### src/rtl/sbmu_pkg.sv
// Shared types and constants of the best-matching-unit search block.
`timescale 1ns / 1ps

package sbmu_pkg;

    localparam int DIST_W = 48;
    localparam int SQ_W   = 24;
    localparam logic [DIST_W-1:0] DIST_MAX = 48'hFFFF_FFFF_FFFF;

    typedef enum logic {
        CMD_WRITE = 1'b0,
        CMD_QUERY = 1'b1
    } cmd_t;

    typedef struct packed {
        logic busy;
        logic done;
    } div_status_t;

endpackage

### src/rtl/sbmu_divider.sv
// Restoring divider that retires one quotient bit per cycle.
`timescale 1ns / 1ps

module sbmu_divider #(
    parameter int NUM_W = 57,
    parameter int DEN_W = 9
) (
    input  logic                 aclk,
    input  logic                 aresetn,
    input  logic                 start,
    input  logic [NUM_W-1:0]     num,
    input  logic [DEN_W-1:0]     den,
    output logic [NUM_W-1:0]     quot,
    output sbmu_pkg::div_status_t status
);

    localparam int CNT_W = $clog2(NUM_W + 1);

    logic [NUM_W-1:0] quot_reg;
    logic [DEN_W-1:0] rem_reg;
    logic [DEN_W-1:0] den_reg;
    logic [CNT_W-1:0] cnt_reg;
    logic             busy_reg;
    logic             done_reg;

    logic [DEN_W:0]   rem_sh;
    logic [DEN_W:0]   rem_diff;
    logic             qbit;
    logic [DEN_W-1:0] rem_next;

    assign rem_sh   = {rem_reg, quot_reg[NUM_W-1]};
    assign rem_diff = rem_sh - {1'b0, den_reg};
    assign qbit     = (rem_sh >= {1'b0, den_reg});
    assign rem_next = qbit ? rem_diff[DEN_W-1:0] : rem_sh[DEN_W-1:0];

    always_ff @(posedge aclk) begin
        if (!aresetn) begin
            busy_reg <= 1'b0;
            done_reg <= 1'b0;
            cnt_reg  <= '0;
        end else begin
            done_reg <= 1'b0;
            if (start) begin
                busy_reg <= 1'b1;
                cnt_reg  <= CNT_W'(NUM_W);
            end else if (busy_reg) begin
                cnt_reg <= cnt_reg - CNT_W'(1);
                if (cnt_reg == CNT_W'(1)) begin
                    busy_reg <= 1'b0;
                    done_reg <= 1'b1;
                end
            end
        end
    end

    // Shift the dividend out at the top while quotient bits enter at the bottom.
    always_ff @(posedge aclk) begin
        if (start) begin
            quot_reg <= num;
            rem_reg  <= '0;
            den_reg  <= den;
        end else if (busy_reg) begin
            quot_reg <= {quot_reg[NUM_W-2:0], qbit};
            rem_reg  <= rem_next;
        end
    end

    assign quot        = quot_reg;
    assign status.busy = busy_reg;
    assign status.done = done_reg;

endmodule

### config.mk
export PLATFORM = sky130hd
export DESIGN_NAME = sbmu_divider
export DESIGN_NICKNAME = d
export VERILOG_FILES = /design/src/rtl/sbmu_pkg.sv /design/src/rtl/sbmu_divider.sv
export SDC_FILE = /design/constraint.sdc
export NUM_CORES = 1
export LEC_CHECK = 0
export BUFFER_PORTS_ARGS = -buffer_cell sky130_fd_sc_hd__buf_2
export CAP_MARGIN = 5
export CORE_AREA = 2 2 97 122
export DETAILED_ROUTE_END_ITERATION = 16
export DIE_AREA = 0 0 99 124
export GPL_TIMING_DRIVEN = 0
export SLEW_MARGIN = 5
export SYNTH_ARGS = -nofsm -noshare
export SYNTH_HDL_FRONTEND = slang
export SYNTH_SLANG_ARGS = --single-unit
### constraint.sdc
create_clock -name aclk -period 3.01 [get_ports aclk]
set_input_delay 0.1505 -clock aclk [delete_from_list [all_inputs] [get_ports aclk]]
set_output_delay 0.1505 -clock aclk [all_outputs]
set_load 0.02 [all_outputs]
# ---- Word-level counts from Yosys, hierarchy flattened
# Index checks and enable logic that the tools add are counted.
dict set report op_classes {
  magnitude_cmp 1
  muxes 9
  bitwise 2
  n_reduce_logical 3
  eq_ne 1
  addsub 2
}
# op count
set ops {}
lappend ops {{57-bit 2-to-1 mux} 2}
lappend ops {{6-bit 2-to-1 mux} 2}
lappend ops {{10-bit by 9-bit greater-or-equal comparator with 1-bit output} 1}
lappend ops {{9-bit 2-to-1 mux} 1}
lappend ops {{9-bit subtractor} 1}
lappend ops {{6-bit by 1-bit equality test with 1-bit output (second input constant)} 1}
lappend ops {{6-bit by 1-bit subtractor with 6-bit output (second input constant)} 1}
lappend ops {{1-bit 2-to-1 mux} 4}
lappend ops {{3-bit OR reduction} 1}
lappend ops {{1-bit NOT} 2}
lappend ops {{2-bit nonzero test} 1}
lappend ops {{2-bit OR reduction} 1}
dict set report totals {
  inputBits 69
  output_inout_bits 59
  reg_bits 83
}

# ---- Logic depth before layout (Yosys ltp)
dict set report logic_depth {
  word_depth 4
  depth_mapped 9
  mapped_depth_nobuf 9
}

# ---- Worst setup path after synthesis
# OpenSTA, ideal clock, no wires.
dict set report synth_path {
  kind {reg-to-reg}
  start {register quot_reg[56] (netlist: quot[56])}
  end {register quot_reg[0] (netlist: quot[0]), data pin}
  period_less_slack_ns 2.474
  setup_slack_ns 0.536
  path_stages_with_launch 9
  n_path_buf 0
  t_arrival_ns 2.214
  setup_time_ns 0.260
  cell_sequence {edfxtp_1 inv_1 ha_1 inv_1 fa_1 a211oi_1 o21a_1 o211ai_4 mux2_2}
}
dict set report synth_between {
  elab_chain_cells 3
}
# element line
set synth_lines {}
lappend synth_lines {{start: declaration} sbmu_divider.sv:19} ;# logic [NUM_W-1:0] quot_reg;
lappend synth_lines {{start signal: assignment} sbmu_divider.sv:59} ;# quot_reg <= num;
lappend synth_lines {{start signal: assignment} sbmu_divider.sv:63} ;# quot_reg <= {quot_reg[NUM_W-2:0], qbit};
lappend synth_lines {{10-bit by 9-bit greater-or-equal comparator with 1-bit output} sbmu_divider.sv:33} ;# assign qbit = (rem_sh >= {1'b0, den_reg});
lappend synth_lines {{57-bit 2-to-1 mux} sbmu_divider.sv:62} ;# end else if (busy_reg) begin
lappend synth_lines {{57-bit 2-to-1 mux} sbmu_divider.sv:58} ;# if (start) begin
# Every way passes these cells. The select of a mux whose other input is x is not followed.
# A chain may end at the register's enable or synchronous reset.

# ---- Worst setup path after layout
# Ends and elaborated chain as after synthesis.

==> flow_summary.ini <==
[clock_tree]
clk_latency_ns = 0.34
clk_path_buf_depth = 2
cts-root-buf = clkbuf_16
postCtsSetupBuffers = 0
cts_tree = done
numClockSinks = 83
clkTransAtPathRegs_ns = 0.07
cts_resized = 0
cts_max_level = 3
cts_buffers = 9
hold_buffers = 9

[grt]
grt_start_max_net_pins = 58
grt_pass1_vias = 2901
overflow = 0
grt_pass1_wl_um = 13930
track_usage_pct = 14.61
grt_antenna_before_repair = 0

[logic_synthesis]
synthXorXnorAreaFrac_pct = 2.019
yosysUniqueCellTypes = 41
synth_fa_ha_area_share_pct = 4.037
synth_compound_area_share_pct = 7.498
avgSynthCellArea_um2 = 14.10
synthTopCellsByArea = edfxtp_1 (51%), mux2_2 (16%), dfxtp_1 (8.7%), ha_1 (3.5%), xor2_1 (1.6%)
async_flop_share_pct = 0
synth_top_area_share_pct = 50.75
synth_top_family_by_area = multiplexers
synth_top_cell_by_area = edfxtp_1
synthMuxAreaShare_pct = 17.72
yosys.area_share.simple_pct = 6.248
synth-edff-count = 66
synth_warnings = 0
synth_nets = 358
ys_seq_area_share_pct = 59.47
ys_seq_elements = 83
netlist_area_um2 = 3905
synthFlopType = edfxtp_1
synthCells = 277

[die]
die_x_um = 99
fp.dieH_um = 124
core_area_um2 = 11030
die_area_um2 = 12280
row_count = 43
start_util_pct = 35.41
num_io_pins = 128

[timing]
setup-tns-final_ns = 0
finalCriticalPeriod_ns = 2.718
relSlewSlack_pct = 46.98
rsz0062_at_grt = no
finalHoldViolCount = 0
clock_skew_ns = 0.005918
holdWs_ns = 0.09370
finalSetupViolations = 0
fin_crit_sh_pct = 90.30
final_max_slew_viol_count = 0
timing.fmax_mhz = 367.9
tightest_slew_ns = 0.7953
setup_ws_ns = 0.2920

[critical_path]
crit_type = reg -> reg
crit_slowest_cell = a211oi_1
cp_max_fo = 9
r2r_slack_ns = 0.29
crit_arrival_ns = 2.80
r2r_start = quot[56]$_DFFE_PP_
critPathCaptureType = flop
start_kind = flop
worst_ep_required_time_ns = 3.09
cp_top_family = compound AO/OA/AOI/OAI gates
cp-startpoint = quot[56]$_DFFE_PP_
slowest_delay_ns = 0.47
crit_path_cell_trace = inv_1 > ha_1 > inv_1 > fa_1 > a211oi_1 > o21a_1 > o211ai_4 > mux2_2
cpMostUsedCell = inv_1
path_buf_inv = 2

[pwr]
switchingPower_w = 0.0008920
p_per_area_nw_per_um2 = 638.3
ir_drop_v = 0.0003943
internal_power_w = 0.002381
switching_share_pct = 27.26
p_comb_share_pct = 19.1
seq_power_share_pct = 44.2
clkPwrFrac_pct = 36.8
power_w = 0.003273
leakagePower_nw = 2.128

[placement]
pre_cts_slack_ns = 0.3237
io_buffers = 127
place_congestion = 0.7991
dp_hpwl_um = 6390

[cells_and_area]
multiInputGateArea_um2 = 1468
final_net_count = 505
largest_reg_flops = 57
fill_cells = 1006
ff_latch_area_um2 = 2322
area_growth_pct = 31.30
drive_gt1_share_pct = 48.48
num_antenna_cells = 0

[route]
drt_wl_total_um = 8821
drt_iter0_drc = 113
routedWlPerCell_um = 15.64
dr.pass1.iters = 4
drc_errors = 0
vias_per_cell = 4.911
num_vias = 2770
ant_nets = 0

[min_path]
hold_class = in -> reg
min_from = aresetn

[flow_run]
drv_cap = 0

[run_status]
status = finished, final reports clean
==> cells in the final DEF (no fill, tap or decap), types with 5 or more instances in the layout <==
| cell type | instances |
|---|---|
| nand2_1 | 8 |
| xor2_1 | 7 |
| edfxtp_1 | 66 |
| mux2i_1 | 5 |
| a211oi_1 | 7 |
| buf_2 | 128 |
| a21oi_1 | 10 |
| o21a_1 | 5 |
| dlygate4sd3_1 | 9 |
| nand3_1 | 5 |
| clkbuf_16 | 9 |
| nor2_1 | 14 |
| inv_1 | 16 |
| clkbuf_1 | 10 |
| mux2_2 | 57 |
| dfxtp_1 | 17 |
| ha_1 | 11 |
==> synthesized netlist by cell type, types with 2 or more instances <==
cell type  number
a211oi_1        7
a21oi_1        10
a311oi_1        3
buf_4           2
clkbuf_1       10
dfxtp_1        17
edfxtp_1       66
ha_1           11
inv_1          16
mux2_2         57
mux2i_1         5
nand2_1         8
nand2b_1        3
nand3_1         5
nor2_1         14
nor2b_1         2
nor3_1          2
nor4_1          2
o211a_1         2
o211ai_1        3
o21a_1          5
xnor2_1         2
xor2_1          7
==> worst paths after layout <==
path	end	cells after the start
max	quot[0]$_DFFE_PP_	8
min	cnt_reg[0]$_SDFFE_PN0P_	2
max reg2reg	quot[0]$_DFFE_PP_	8
min reg2reg	rem_reg[2]$_SDFFE_PP0P_	2
==> metrics by stage <==
step                      cells  area (um^2)  util, %
after floorplan             277         3905        -
after CTS                   564         5127    46.49
after detailed placement    539         4712    42.72
final                       564         5127    46.49
after global routing        564         5127    46.49
after global placement      539         4710    42.70
==> kinds of logic after synthesis <==
logic type | count (synthesis)
AOI/OAI and AO/OA | 38
xor gates and xnor gates | 9
adders and majority gates | 12
buffers and inverters | 29
DFF | 83
muxes | 62
and+or+nand+nor | 44
==> worst reg2reg max path: stages, from the launching register on <==
cell	delay, ns
edfxtp_1	0.45
inv_1	0.09
ha_1	0.15
inv_1	0.05
fa_1	0.40
a211oi_1	0.47
o21a_1	0.34
o211ai_4	0.19
mux2_2	0.32
==> final cells by class <==
cell class | instances | share of cell area (%)
clock inverters | 7 | 1.952
inverters | 16 | 1.171
clock buffers | 9 | 4.392
plain buffers | 13 | 1.122
flip-flops and latches | 83 | 45.29
multi-input cells | 165 | 28.62
well taps | 135 | 3.294
repair buffers | 136 | 14.15
==> power groups by stage <==
stage | sequential, W | combinational (W) | clock (W)
floorplan | 0.00156 | 0.000315 | 0
global placement | 0.00147 | 0.000609 | 0
detailed placement | 0.00147 | 0.000619 | 0
CTS | 0.00145 | 0.000630 | 0.00124
global route | 0.00146 | 0.000684 | 0.00128
finish | 0.00145 | 0.000624 | 0.00120
==> per-layer routing <==
layer	vias to the layer above	track usage [%]	part of all wire (%)
li1	1337	-	-
met1	1321	16.39	40
met2	103	25.17	49
met3	9	5.556	9.0
met4	0	5.651	1.5
met5	-	0	0
(Power assumes the default switching activity.)
